File: src/rmq_div_pipe.sv
// ----------------------------------------------------------------------------
// rmq_div_pipe
// three-lane pipelined restoring divider sharing one divisor, with sideband
// ----------------------------------------------------------------------------
module rmq_div_pipe #(
  parameter int unsigned W      = 16,
  parameter int unsigned SIDE_W = 1
) (
  input  logic              clk_i,
  input  logic              rst_ni,
  input  logic              en_i,
  input  logic              valid_i,
  input  logic [2*W-1:0]    num_i  [3],
  input  logic [W+2:0]      div_i,
  input  logic [SIDE_W-1:0] side_i,
  output logic              valid_o,
  output logic [W-1:0]      quot_o [3],
  output logic [SIDE_W-1:0] side_o
);

  localparam int unsigned RW = W + 3;

  logic [W-1:0]      vld_q;
  logic [W+2:0]      dv_q   [W];
  logic [RW-1:0]     rem_q  [W][3];
  logic [W-1:0]      lo_q   [W][3];
  logic [SIDE_W-1:0] side_q [W];

  for (genvar k = 0; k < W; k++) begin : g_stage
    logic              vld_p;
    logic [W+2:0]      dv_p;
    logic [SIDE_W-1:0] side_p;

    if (k == 0) begin : g_first
      assign vld_p  = valid_i;
      assign dv_p   = div_i;
      assign side_p = side_i;
    end else begin : g_next
      assign vld_p  = vld_q[k-1];
      assign dv_p   = dv_q[k-1];
      assign side_p = side_q[k-1];
    end

    always_ff @(posedge clk_i or negedge rst_ni) begin
      if (!rst_ni) begin
        vld_q[k] <= 1'b0;
      end else if (en_i) begin
        vld_q[k] <= vld_p;
      end
    end

    always_ff @(posedge clk_i) begin
      if (en_i) begin
        dv_q[k]   <= dv_p;
        side_q[k] <= side_p;
      end
    end

    for (genvar l = 0; l < 3; l++) begin : g_lane
      logic [RW-1:0] rem_p;
      logic [W-1:0]  lo_p;
      logic [RW-1:0] rem_sh;
      logic          ge;

      if (k == 0) begin : g_first
        assign rem_p = {3'b000, num_i[l][2*W-1:W]};
        assign lo_p  = num_i[l][W-1:0];
      end else begin : g_next
        assign rem_p = rem_q[k-1][l];
        assign lo_p  = lo_q[k-1][l];
      end

      // shift in next dividend bit, quotient bit enters at the bottom
      assign rem_sh = {rem_p[RW-2:0], lo_p[W-1]};
      assign ge     = (rem_sh >= dv_p);

      always_ff @(posedge clk_i) begin
        if (en_i) begin
          rem_q[k][l] <= ge ? (rem_sh - dv_p) : rem_sh;
          lo_q[k][l]  <= {lo_p[W-2:0], ge};
        end
      end
    end
  end

  assign valid_o = vld_q[W-1];
  assign side_o  = side_q[W-1];
  for (genvar l = 0; l < 3; l++) begin : g_out
    assign quot_o[l] = lo_q[W-1][l];
  end

endmodule

File: config.mk
export PLATFORM = sky130hd
export DESIGN_NAME = rmq_div_pipe
export DESIGN_NICKNAME = d
export VERILOG_FILES = /design/src/rmq_div_pipe.sv
export SDC_FILE = /design/constraint.sdc
export NUM_CORES = 2
export LEC_CHECK = 0
export BUFFER_PORTS_ARGS = -buffer_cell sky130_fd_sc_hd__buf_4
export CORE_ASPECT_RATIO = 0.5
export CORE_MARGIN = 2
export CORE_UTILIZATION = 58
export CTS_BUF_LIST = sky130_fd_sc_hd__clkbuf_8 sky130_fd_sc_hd__clkbuf_16
export DETAILED_ROUTE_END_ITERATION = 10
export PLACE_DENSITY_LB_ADDON = 0.08
export SYNTH_ARGS = -nofsm -noshare
export SYNTH_HDL_FRONTEND = slang
export SYNTH_SLANG_ARGS = --single-unit
File: constraint.sdc
create_clock -name clk_i -period 3.05 [get_ports clk_i]
set_input_delay 0.1525 -clock clk_i [delete_from_list [all_inputs] [get_ports clk_i]]
set_output_delay 0.1525 -clock clk_i [all_outputs]
set_load 0.05 [all_outputs]
* Yosys cells after proc, flatten, opt, wreduce, memory -nomap -nowiden
Memory sizes are Yosys's and may differ from the RTL's. Cells that the tools add are included.
Operators by class: add/subtract/negate cells 48, muxes and demuxes 50, order comparisons 48
Operator list (count):
- $mux 19 | 48
- $ge 19x19->1 | 45
- $sub 19x19->19 | 45
- $ge 17x19->1 | 3
- $sub 17x19->19 | 3
- $mux 1 | 2
Word-level totals: bits in registers 16, output and inout port bits 50, logic and storage cells 166, RAM bits 2000, memories kept 4
Memories:
- rem_q | depth 16, bits a word 57, rd ports 15, clocked after Yosys merged registers in 0, write ports 16, line 25 | logic [RW-1:0] rem_q [W][3];
- lo_q | depth 16, bits a word 48, rd ports 16, clocked after Yosys merged registers in 0, write ports 16, line 26 | logic [W-1:0] lo_q [W][3];
- dv_q | depth 16, bits a word 19, rd ports 15, clocked after Yosys merged registers in 0, write ports 16, line 24 | logic [W+2:0] dv_q [W];
- side_q | depth 16, bits a word 1, rd ports 16, clocked after Yosys merged registers in 0, write ports 16, line 27 | logic [SIDE_W-1:0] side_q [W];

* Logic depth before layout (Yosys ltp)
An unclocked memory read counts as a cell.
depth after elaboration 3, gate-level depth with buffers 12, mapped depth without buffers 12

* Worst setup path after synthesis
Ideal clock, no wire load.
path kind flip-flop to flip-flop, from mem dv_q[1][1] in the netlist's numbering, to mem rem_q[1][105] in the netlist's numbering (data pin), data arrival time 2.767 ns, clock period less this slack 3.029 ns, path slack 0.021 ns, data required time 2.788 ns, buffers on the path 1, stages on the path, launching flop included 11, cell sequence edfxtp_1 > inv_1 > ha_1 > a21oi_2 > o22ai_1 > o41ai_2 > o311ai_1 > a221o_1 > a21oi_4 > buf_6 > mux2_1
RTL lines (line):
- start, declared | 24
- end, declared | 25

==> results.sh <==
export IMPL_p_leak_nw=56.9
export IMPL_clock_latency_ns=0.88
export IMPL_clockBufferDepth=4
export IMPL_m1WireLength_mm=107
export IMPL_drv_slew=0
export IMPL_synth_edff_count=1879
export IMPL_critPathMaxStageDelay_ns=0.50
export IMPL_ir_drop_mv=0.573
export IMPL_cp_slowest_cell="edfxtp_1"
export IMPL_clock_fmax_mhz=306
export IMPL_clkTransAtPathRegs_ns=0.08
export IMPL_final_cell_mix="edfxtp_1, buf_4, ha_1"
export IMPL_r2r_cells=14
export IMPL_regArea_mm2=0.0568
export IMPL_cts_tree="built"
export IMPL_initial_core_util=0.586
export IMPL_hold_violations=0
export IMPL_wl_met2_mm=162
export IMPL_grt_max_degree=119
export IMPL_fillers=11325
export IMPL_synthArstFlopShare=0.00844
export IMPL_swShare=0.374
export IMPL_avgSynthCellArea_um2=12.2
export IMPL_period_share=1.07
export IMPL_highest_layer="met5"
export IMPL_cts_root_buffer="clkbuf_16"
export IMPL_grt_overflow_total=0
export IMPL_chipHeight_um=306
export IMPL_grt_pass1_wl_mm=442
export IMPL_ant_nets=0
export IMPL_setup_slack_ns=-0.216
export IMPL_io_pins=170
export IMPL_yosysWarnings=0
export IMPL_setup_viol=351
export IMPL_drive_above_1_share=0.311
export IMPL_p_per_area_mw_per_mm2=1010
export IMPL_antenna_found_initial=2
export IMPL_wl_per_cell_um=23.3
export IMPL_die_x_um=608
export IMPL_relSlewSlack=0.509
export IMPL_die_area_mm2=0.186
export IMPL_rsz0062_at_grt="true"
export IMPL_coreArea_mm2=0.180
export IMPL_cp_arrival_ns=3.83
export IMPL_synth_fp_nets=9745
export IMPL_place_area_mm2=0.120
export IMPL_cp_common_cell="buf_6"
export IMPL_pre_cts_ws_ns=-0.583
export IMPL_worstSetupEndpointType="flip-flop"
export IMPL_dr_pass1_iters=6
export IMPL_switching_power_mw=52.1
export IMPL_crit_path_cell_trace="buf_6 -> buf_6 -> ha_4 -> inv_2 -> fa_2 -> a211oi_4 -> o21ai_2 -> nor2b_4 -> a2111oi_4 -> buf_4 -> o21ai_1 -> a31oi_1 -> xnor2_1 -> mux2_2"
export IMPL_layout_commonest_cell="edfxtp_1"
export IMPL_drt_iter0_markers=5386
export IMPL_drc_errors=0
export IMPL_hold_class="input pin to flip-flop"
export IMPL_wl_mm=310
export IMPL_clock_sinks=1895
export IMPL_h_tree_depth=4
export IMPL_place_gp_congestion=0.967
export IMPL_status="finished, violations left"
export IMPL_finalCriticalPeriod_ns=3.27
export IMPL_violations="negative setup slack"
export IMPL_p_comb_frac=0.542
export IMPL_internal_power_mw=87.0
export IMPL_critPathRequiredTime_ns=3.62
export IMPL_rrSetupSlack_ns=-0.22
export IMPL_dpl_hpwl_mm=215
export IMPL_areaGrowthSynthToFinish_pct=30.1
export IMPL_worstSetupPathType="flip-flop to flip-flop"
export IMPL_start_kind="flip-flop"
export IMPL_whs_path_depth=2
export IMPL_path_max_fanout=3
export IMPL_grt_pass1_vias=78715
export IMPL_dominantRegCellSynth="edfxtp_1"
export IMPL_numPortBuffers=169
export IMPL_sequentialPowerShare=0.302
export IMPL_grt_util_all_layers=0.311
export IMPL_multi_input_area_mm2=0.0517
export IMPL_fin_skew_ns=0.0698
export IMPL_routed_via_density=5.88
export IMPL_final_cells=13312
export IMPL_wl_met3_mm=10.5
export IMPL_netlist_area_mm2=0.106
export IMPL_clkPwrFrac=0.156
export IMPL_final_nets=11847
export IMPL_syn_instance_count=8674
export IMPL_design_area_mm2=0.137
export IMPL_ys_ff_latch=1895
export IMPL_synth_distinct_cells=84
export IMPL_cts_buffers=178
export IMPL_cap_violations=0
export IMPL_placed_cells=12432
export IMPL_worst_slew_pin_slew_ns=0.736
export IMPL_seq_area_frac_synth=0.538
export IMPL_vias=78252
export IMPL_fp_row_count=110
-- cell type report --
cell class | count | share of cell area
tap | 2408 | 0.0219
antenna | 1 | 0.0000182
sequential | 1895 | 0.413
timing repair buffer | 2014 | 0.134
timing repair inverter | 3 | 0.000137
clock buffer | 183 | 0.0331
clock inverter | 124 | 0.00696
inverter | 525 | 0.0151
multi-input combinational | 6159 | 0.376
-- cell usage after synthesis (13+ instances only) --
master | number | area [um^2]
nor4_1 | 19 | 119
clkbuf_1 | 58 | 218
a221o_1 | 16 | 160
a41oi_1 | 17 | 149
buf_2 | 23 | 115
nand3_1 | 101 | 505
nor2_1 | 459 | 1720
nor2b_1 | 83 | 519
a21oi_1 | 514 | 2570
mux2_2 | 412 | 4640
nand2b_1 | 36 | 225
fa_1 | 45 | 901
buf_6 | 13 | 146
o21bai_1 | 98 | 736
a2111oi_0 | 23 | 201
ha_1 | 906 | 11300
o211ai_1 | 16 | 120
o21ai_0 | 623 | 3120
nor3_1 | 151 | 756
and2_1 | 44 | 275
xor2_1 | 213 | 1870
mux2_1 | 39 | 439
o2111ai_1 | 24 | 210
edfxtp_1 | 1879 | 56400
a211oi_1 | 86 | 646
or2_2 | 33 | 206
o21a_1 | 157 | 1180
dfrtp_1 | 16 | 400
nand4_1 | 118 | 738
nand2_1 | 676 | 2540
o41ai_2 | 17 | 277
inv_1 | 516 | 1940
xnor2_1 | 420 | 3680
a211o_1 | 26 | 228
o31ai_1 | 44 | 330
o32ai_1 | 15 | 131
and3_1 | 57 | 357
a31oi_1 | 103 | 644
a221oi_1 | 30 | 263
mux2i_1 | 61 | 611
a21o_1 | 264 | 1980
-- through the flow --
step	hold slack, ns	setup TNS, ns	utilization	power [mW]
after global placement	0.0156	-44.75	0.666	100
final	0.0487	-23.41	0.762	139
after floorplan	-0.143	0	-	78.0
after CTS	0.00161	-10.84	0.730	131
after detailed placement	0.0232	-66.00	0.666	101
after global routing	0.0225	-61.85	0.762	146
-- logic make-up (layout without fill, tap and decap cells) --
| logic type | Yosys count | count (layout) | synth area share |
|---|---|---|---|
| adders and majority gates | 951 | 951 | 0.116 |
| other | 0 | 1 | 0 |
| muxes | 520 | 520 | 0.0550 |
| DFF | 1895 | 1895 | 0.538 |
| buffers and inverters | 622 | 2849 | 0.0234 |
| AOI/OAI and AO/OA | 2237 | 2237 | 0.137 |
| xor gates and xnor gates | 633 | 633 | 0.0525 |
| and+or+nand+nor | 1816 | 1818 | 0.0781 |
-- per-layer routing --
metal	up-vias	track usage
li1	37093	-
met4	4	0.232
met5	-	0
met3	1135	0.0326
met1	37537	0.317
met2	2483	0.589
-- power by group through the flow --
stage	combinational [mW]	clock, mW	sequential [mW]
2_1_floorplan	37.8	0	40.2
6_report	75.4	21.7	42.0
3_5_place_dp	58.9	0	42.1
5_1_grt	80.6	23.0	42.5
3_3_place_gp	58.1	0	42.0
4_1_cts	67.0	22.0	41.7
-- worst max-delay path: cells and delay by family (launching register included) --
family / cells / cell delay, ns
compound gates: 5 / 0.96
fa+ha+maj: 2 / 0.51
flops: 1 / 0.50
buf+inv: 4 / 0.44
mux: 1 / 0.26
simple gates: 1 / 0.18
xor+xnor: 1 / 0.09
-- sequential cells by signal (all words and copies together), names as in the netlist --
register,cells
lo_q,768
rem_q,810
g_stage.vld_p,15
dv_q,285
valid_o,1
side_q,16
-- worst paths after layout --
check | from | endpoint
min reg2reg | lo_q[1][57] | lo_q[2][10]
min | num_i[35] | lo_q[0][20]
max | dv_q[0][19] | rem_q[0][149]
max reg2reg | dv_q[0][19] | rem_q[0][149]
max in group asynchronous | rst_ni | g_stage[3].vld_p
min in group asynchronous | rst_ni | g_stage[10].vld_p
-- timing repair --
| item | 4_1_cts | 5_1_grt |
|---|---|---|
| endpoints found under the hold margin | 205 | 0 |
| setup buffers | 170 | 200 |
| cloned | 43 | 35 |
| gates resized for setup | 537 | 1027 |
| pin swaps | 189 | 360 |
| hold buffers | 159 | 0 |
| endpoints found under the setup margin | 601 | 710 |
(Power assumes the default switching activity.)
