## src/rmq_sqrt_pipe.sv

```systemverilog
// ----------------------------------------------------------------------------
// rmq_sqrt_pipe
// pipelined integer square root, one root bit per stage, with sideband
// ----------------------------------------------------------------------------
module rmq_sqrt_pipe #(
  parameter int unsigned W      = 16,
  parameter int unsigned SIDE_W = 1
) (
  input  logic              clk_i,
  input  logic              rst_ni,
  input  logic              en_i,
  input  logic              valid_i,
  input  logic [2*W-1:0]    rad_i,
  input  logic [SIDE_W-1:0] side_i,
  output logic              valid_o,
  output logic [W-1:0]      root_o,
  output logic [SIDE_W-1:0] side_o
);

  localparam int unsigned RW = W + 3;

  logic [W-1:0]      vld_q;
  logic [2*W-1:0]    rad_q  [W];
  logic [RW-1:0]     rem_q  [W];
  logic [W-1:0]      root_q [W];
  logic [SIDE_W-1:0] side_q [W];

  for (genvar k = 0; k < W; k++) begin : g_stage
    logic              vld_p;
    logic [2*W-1:0]    rad_p;
    logic [RW-1:0]     rem_p;
    logic [W-1:0]      root_p;
    logic [SIDE_W-1:0] side_p;
    logic [RW-1:0]     rem_sh;
    logic [RW-1:0]     trial;
    logic              ge;

    if (k == 0) begin : g_first
      assign vld_p  = valid_i;
      assign rad_p  = rad_i;
      assign rem_p  = '0;
      assign root_p = '0;
      assign side_p = side_i;
    end else begin : g_next
      assign vld_p  = vld_q[k-1];
      assign rad_p  = rad_q[k-1];
      assign rem_p  = rem_q[k-1];
      assign root_p = root_q[k-1];
      assign side_p = side_q[k-1];
    end

    // bring down the next two radicand bits and try root*4+1
    assign rem_sh = {rem_p[RW-3:0], rad_p[2*W-1 -: 2]};
    assign trial  = {1'b0, root_p, 2'b01};
    assign ge     = (rem_sh >= trial);

    always_ff @(posedge clk_i or negedge rst_ni) begin
      if (!rst_ni) begin
        vld_q[k] <= 1'b0;
      end else if (en_i) begin
        vld_q[k] <= vld_p;
      end
    end

    always_ff @(posedge clk_i) begin
      if (en_i) begin
        rad_q[k]  <= {rad_p[2*W-3:0], 2'b00};
        rem_q[k]  <= ge ? (rem_sh - trial) : rem_sh;
        root_q[k] <= {root_p[W-2:0], ge};
        side_q[k] <= side_p;
      end
    end
  end

  assign valid_o = vld_q[W-1];
  assign root_o  = root_q[W-1];
  assign side_o  = side_q[W-1];

endmodule

```

## config.mk

```make
export PLATFORM = sky130hd
export DESIGN_NAME = rmq_sqrt_pipe
export DESIGN_NICKNAME = d
export VERILOG_FILES = /design/src/rmq_sqrt_pipe.sv
export SDC_FILE = /design/constraint.sdc
export NUM_CORES = 1
export LEC_CHECK = 0
export BUFFER_PORTS_ARGS = -buffer_cell sky130_fd_sc_hd__buf_4
export CAP_MARGIN = 40
export CORE_ASPECT_RATIO = 0.7
export CORE_MARGIN = 5
export CORE_UTILIZATION = 50
export CTS_CLUSTER_SIZE = 30
export DETAILED_ROUTE_END_ITERATION = 12
export PLACE_DENSITY = 0.76
export SETUP_SLACK_MARGIN = 0.02
export SYNTH_ARGS = -nofsm -noshare
export SYNTH_HDL_FRONTEND = slang
export SYNTH_SLANG_ARGS = --single-unit
export TNS_END_PERCENT = 5
```

## constraint.sdc

```tcl
create_clock -name clk_i -period 2.8 [get_ports clk_i]
set_input_delay 0 -clock clk_i [delete_from_list [all_inputs] [get_ports clk_i]]
set_output_delay 0 -clock clk_i [all_outputs]
set_load 0.01 [all_outputs]
```

; After elaboration in Yosys (flattened, before gate mapping)
; Memories as Yosys holds them, arrays and structs flattened.
; Index checks and enable logic that the tools add are counted.
[totals]
mem_bits_rw = 1056
reg_bits = 16
input_bits = 37
wordCells = 70
output_inout_bits = 18
n_memories = 4
[op_classes]
n_lt_le_gt_ge = 16
n_addsub = 16
mux = 18
[memory_table]
columns = name, words, word_bits, read_ports, rd_clocked_by_memory_dff, write_ports, line_no
row1 = rad_q, 16, 30, 15, 0, 16, 23  ; logic [2*W-1:0] rad_q [W];
row2 = rem_q, 16, 19, 15, 0, 16, 24  ; logic [RW-1:0] rem_q [W];
row3 = root_q, 16, 16, 16, 0, 16, 25  ; logic [W-1:0] root_q [W];
row4 = side_q, 16, 1, 16, 0, 16, 26  ; logic [SIDE_W-1:0] side_q [W];
[op_table]
columns = operator, count
row1 = 19-bit two-way mux, 16
row2 = 19-bit by 18-bit greater-or-equal comparator with 1-bit output, 15
row3 = 19-bit by 18-bit subtractor with 19-bit output, 15
row4 = "2-bit by 1-bit subtractor with 3-bit output, second input constant", 1
row5 = "2-bit by 1-bit greater-or-equal comparator with 1-bit output, second input constant", 1
row6 = 1-bit two-way mux, 2

; Depth between registers and ports, before layout
; An unclocked memory read counts as a cell.
[depth]
ltp_word = 3
ltp_mapped = 11
mapped_depth_nobuf = 9

; Worst setup path before layout
; No wires, ideal clock.
[synth_timing]
kind = register to register
from = mem rem_q[11][1] in the netlist's numbering
to = mem rem_q[12][10] in the netlist's numbering, data pin
path_slack_ns = 0.185
n_path_buf = 1
arrival_time_ns = 2.356
path_stages_with_launch = 9
period_less_slack_ns = 2.615
path_cell_list = edfxtp_1 > ha_1 > a21oi_1 > nand3_1 > a41oi_1 > a21oi_1 > a21oi_2 > buf_4 > mux2_2
[synth_rtl]
columns = element, line_no
row1 = "start, declared", 24

==> results list <==
- Worst hold path type: in2reg
* Synthesized flop and latch total: 645
- Across all register-to-register paths, the minimum setup slack is 0.07 ns.
- STA classifies the critical path endpoint as a register.
- The share of the Yosys chip area taken by registers is 0.6508.
- The worst register-to-register path begins at rem_q[12][1].
* Non-Filler Instances: ~3.2k
- Number of vias per cell: about 5.5
- Of the total power, the share spent switching nets is 0.2546.
* Width of the chip: 301.0 µm
* Area share of the largest cell type after synthesis: 0.6373
- The initial utilization of the core area, before any placement, comes to 0.5065.
* WL/cell: 16.94 µm
- Final max-slew violation count: 0
- Synth warnings: 0
- After legalization and detailed placement, the total HPWL measured ~38000 µm.
- Clock latency at the later pin of the worst-skew pair: roughly 0.64 ns
- Max-cap violations in this run came to 0.
- Clock tree buffer depth: 3
- Timing would allow up to approximately 0.37 GHz.
- Internal power comes to approximately 19000 µW.
- After detailed routing, the number of remaining DRC violations is 0.
* Flop pwr share: 0.502
* Worst R2R End: rem_q[13][14]
* Synth cell types: a little under 90
- Count of endpoints failing setup in the final report: 0
- Clock network power share: 0.336
- Post-synth net total: about 2.4k
- Detailed router's first-iteration violation count: 1805
- The critical path is of the reg2reg type.
- Of the total power, combinational logic draws 0.162.
- The first global-routing pass estimated slightly below 90000 µm of wire.
- Fraction of synthesis flops using an asynchronous set or reset pin: 0.02481
- The floorplan has 74 rows.
- Initial antenna violation count: 1
- Post-placement cell area: approximately 31000 µm²
- Number of detailed-route iterations in the first pass: 7
- Final Hold Violating Endpoints: 0
- The startpoint identified for the worst hold timing path is rad_i[11].
- Clock H-tree levels: 2
* Max VDD drop: between 0.0005 and 0.0006 V
- The floorplan step defined a die boundary enclosing 64330 µm².
- Worst Hold Margin: ~0.080 ns
* Dominant cell type by area after synthesis: sky130_fd_sc_hd__edfxtp_1
- Clock-pin slew of the registers on the worst-case setup and hold paths: around 0.060 ns
* Worst hold path stage count: 2
* Total wire length after detailed routing: approximately 54000 µm
* Placeable core region: between 50000 and 60000 µm²
- Across the routed clock network, the largest skew measured is about 0.030 ns.
- For hold timing, the worst endpoint is rad_q[0][11].
- STA classifies the critical path startpoint as a register.
* Mean area per synthesized cell: around 14 µm²
- Part of the cycle the worst path needs: 0.9752
- Global route total overflow: 0
- Net count of the finished layout: ~2.6k
* Slew of the pin with the lowest slew margin: slightly below 0.7 ns
* Main synth FF type: sky130_fd_sc_hd__edfxtp_1
* # clock sinks: around 650
* Clock tree from TritonCTS: built
- Of all nets on the critical path, the largest fanout is 5.
- Die outline height: 213.7 µm
- Top-level I/O count: between 50 and 60
- Post-Layout Inst Area: roughly 34000 µm²
- Final Wtd Congestion: between 0.8 and 0.9
- Lkg Pwr: around 0.013 µW
- Across every metal layer, demand over resource in global routing totals 0.1691.
- The via count of the first global-routing pass is ~17k.
* Via total after detailed routing: about 18k
- Final setup margin: around 0.070 ns
- The clock period could shrink to between 2 and 3 ns.
- The count of buffers added on input and output ports is 54.
* Cell area after technology mapping: 29640 µm²
* Outcome: complete, no violations
- Once placement completed, the tool counted placed cells totaling 3058.
- Clock Tree Root: sky130_fd_sc_hd__clkbuf_16
- Switching pwr: roughly 6400 µW
* Pin count of the biggest net entering global routing: 94
- Area growth from synthesis to final layout: 14.71%
- Biggest area contributors in the synthesized netlist: sky130_fd_sc_hd__edfxtp_1 (64%), sky130_fd_sc_hd__ha_1 (6.4%), sky130_fd_sc_hd__xnor2_1 (2.8%)
- STA puts the critical path data required time at 3.18 ns.
- The worst pin sits at a relative slew slack of 0.5417.
- Setup repair after global routing could not meet its margin everywhere.
- Antenna-violating nets left: 0
- Buffers inserted during clock tree synthesis total ~60.
* Number of enable-type register cells in the synthesized netlist: roughly 630
* Filler cells: approximately 4.6k
- In this run the power density over the cells is between 700 and 800 nW/µm².
* Layout cell share with drive strength beyond 1: 0.1302
- For the worst flop-to-flop path, the logic depth is 8.
- The number of antenna diodes in the final layout is 0.
- Worst EP arrival: slightly above 3 ns
- Cells after Synth: 2187
- Prior to clock tree synthesis, the placed netlist has a worst setup slack of -0.07564 ns.
==> metrics by stage <==
stage                 util  total power [µW]  setup TNS [ns]
floorplan                -             15310               0
global placement    0.5369             16450       -0.005055
detailed placement  0.5369             16610        -0.07564
CTS                 0.5785             25130               0
global route        0.5810             26230               0
finish              0.5810             25000               0
==> routing by layer <==
layer | wire length [µm] | up-vias | GRT usage
met3 | 3232 | 84 | 0.02702
met4 | 1014 | 0 | 0.04016
li1 | - | 8540 | -
met5 | 0 | - | 0
met1 | 26110 | 8543 | 0.2586
met2 | 24000 | 500 | 0.2580
==> sequential cells by signal, summed over array words and instances (netlist names) <==
name and cells:
root_q 136, valid_o 1, rem_q 237, rad_q 240
g_stage.vld_p 15, side_q 16
==> logic make-up (layout without fill, tap and decap cells) <==
kind of cell    Yosys count  count (layout)  synth area share
simple gates            515             515           0.08899
other cells               1               1         0.0001265
flops                   645             645            0.6508
buf+inv                 220             444           0.02900
xor+xnor                157             157           0.04639
fa+ha+maj               152             152           0.06416
mux                      71              71           0.02672
compound gates          426             426           0.09384
==> placed cells by master, fill, tap and decap left out, types with 11 or more instances in the layout <==
| cell | instances |
|---|---|
| sky130_fd_sc_hd__clkbuf_16 | 61 |
| sky130_fd_sc_hd__ha_1 | 148 |
| sky130_fd_sc_hd__dfrtp_1 | 16 |
| sky130_fd_sc_hd__a21oi_1 | 114 |
| sky130_fd_sc_hd__a21o_1 | 29 |
| sky130_fd_sc_hd__nand3_1 | 40 |
| sky130_fd_sc_hd__nor4_1 | 22 |
| sky130_fd_sc_hd__mux2_2 | 64 |
| sky130_fd_sc_hd__and2_1 | 13 |
| sky130_fd_sc_hd__clkinv_2 | 11 |
| sky130_fd_sc_hd__nor3_1 | 52 |
| sky130_fd_sc_hd__xor2_1 | 61 |
| sky130_fd_sc_hd__or3_1 | 20 |
| sky130_fd_sc_hd__clkinv_1 | 13 |
| sky130_fd_sc_hd__buf_4 | 98 |
| sky130_fd_sc_hd__nand2b_1 | 27 |
| sky130_fd_sc_hd__dlygate4sd3_1 | 38 |
| sky130_fd_sc_hd__nand2_1 | 100 |
| sky130_fd_sc_hd__o21a_1 | 45 |
| sky130_fd_sc_hd__o21ai_0 | 94 |
| sky130_fd_sc_hd__nand4_1 | 19 |
| sky130_fd_sc_hd__or4_1 | 14 |
| sky130_fd_sc_hd__inv_1 | 182 |
| sky130_fd_sc_hd__a211oi_1 | 12 |
| sky130_fd_sc_hd__edfxtp_1 | 629 |
| sky130_fd_sc_hd__nor2b_1 | 19 |
| sky130_fd_sc_hd__xnor2_1 | 96 |
| sky130_fd_sc_hd__nor2_1 | 133 |
| sky130_fd_sc_hd__o31ai_1 | 14 |
==> worst max-delay path by stage <==
stage,start,end,cells after the start
after floorplan,rem_q[11][1],rem_q[12][10],8
after global placement,rem_q[12][0],rem_q[13][16],7
after detailed placement,rem_q[12][0],rem_q[13][16],7
after CTS,rem_q[11][1],rem_q[12][4],8
after global routing,rem_q[6][4],rem_q[7][5],7
final,rem_q[12][1],rem_q[13][14],8
==> final cells by class <==
class,count,area (µm²),area share
Clock buffer,71,1564,0.04600
Clock inverter,40,483.0,0.01420
Inverter,185,698.2,0.02053
Multi-Input combinational cell,1322,9625,0.2831
Sequential cell,645,19290,0.5673
Tap cell,798,998.5,0.02937
Timing Repair Buffer,148,1343,0.03949
==> synthesized netlist by cell type, types with 41 or more instances <==
cell                         n
sky130_fd_sc_hd__edfxtp_1  629
sky130_fd_sc_hd__inv_1     184
sky130_fd_sc_hd__ha_1      152
sky130_fd_sc_hd__nor2_1    133
sky130_fd_sc_hd__a21oi_1   118
sky130_fd_sc_hd__nand2_1   100
sky130_fd_sc_hd__o21ai_0    96
sky130_fd_sc_hd__xnor2_1    96
sky130_fd_sc_hd__mux2_2     64
sky130_fd_sc_hd__xor2_1     61
sky130_fd_sc_hd__nor3_1     52
sky130_fd_sc_hd__o21a_1     45
sky130_fd_sc_hd__nand3_1    41
==> timing repair <==
item | CTS | global route
endpoints found under the setup margin | 4 | 60
hold buffers | 38 | 0
pin swaps | 0 | 3
buffers inserted | 0 | 2
endpoints found under the hold margin | 103 | 0
resized for setup | 1 | 31
==> worst max-delay path, cell delays in order (launching register included) <==
cell and delay, ns:
sky130_fd_sc_hd__edfxtp_1 0.39, sky130_fd_sc_hd__ha_1 0.41, sky130_fd_sc_hd__o211ai_1 0.11, sky130_fd_sc_hd__o21ai_0 0.53, sky130_fd_sc_hd__buf_4 0.25, sky130_fd_sc_hd__o2111a_1 0.21, sky130_fd_sc_hd__o21ai_1 0.13, sky130_fd_sc_hd__and3_1 0.19
sky130_fd_sc_hd__a211o_1 0.26
==> power by group through the flow <==
| stage | logic, µW | registers (µW) | clock network [µW] |
|---|---|---|---|
| 2_1_floorplan | 2820 | 12500 | 0 |
| 3_3_place_gp | 3760 | 12700 | 0 |
| 3_5_place_dp | 3880 | 12700 | 0 |
| 4_1_cts | 3960 | 12500 | 8630 |
| 5_1_grt | 4520 | 12600 | 9060 |
| 6_report | 4060 | 12500 | 8400 |
No activity file was read; power rests on OpenSTA's default activity.
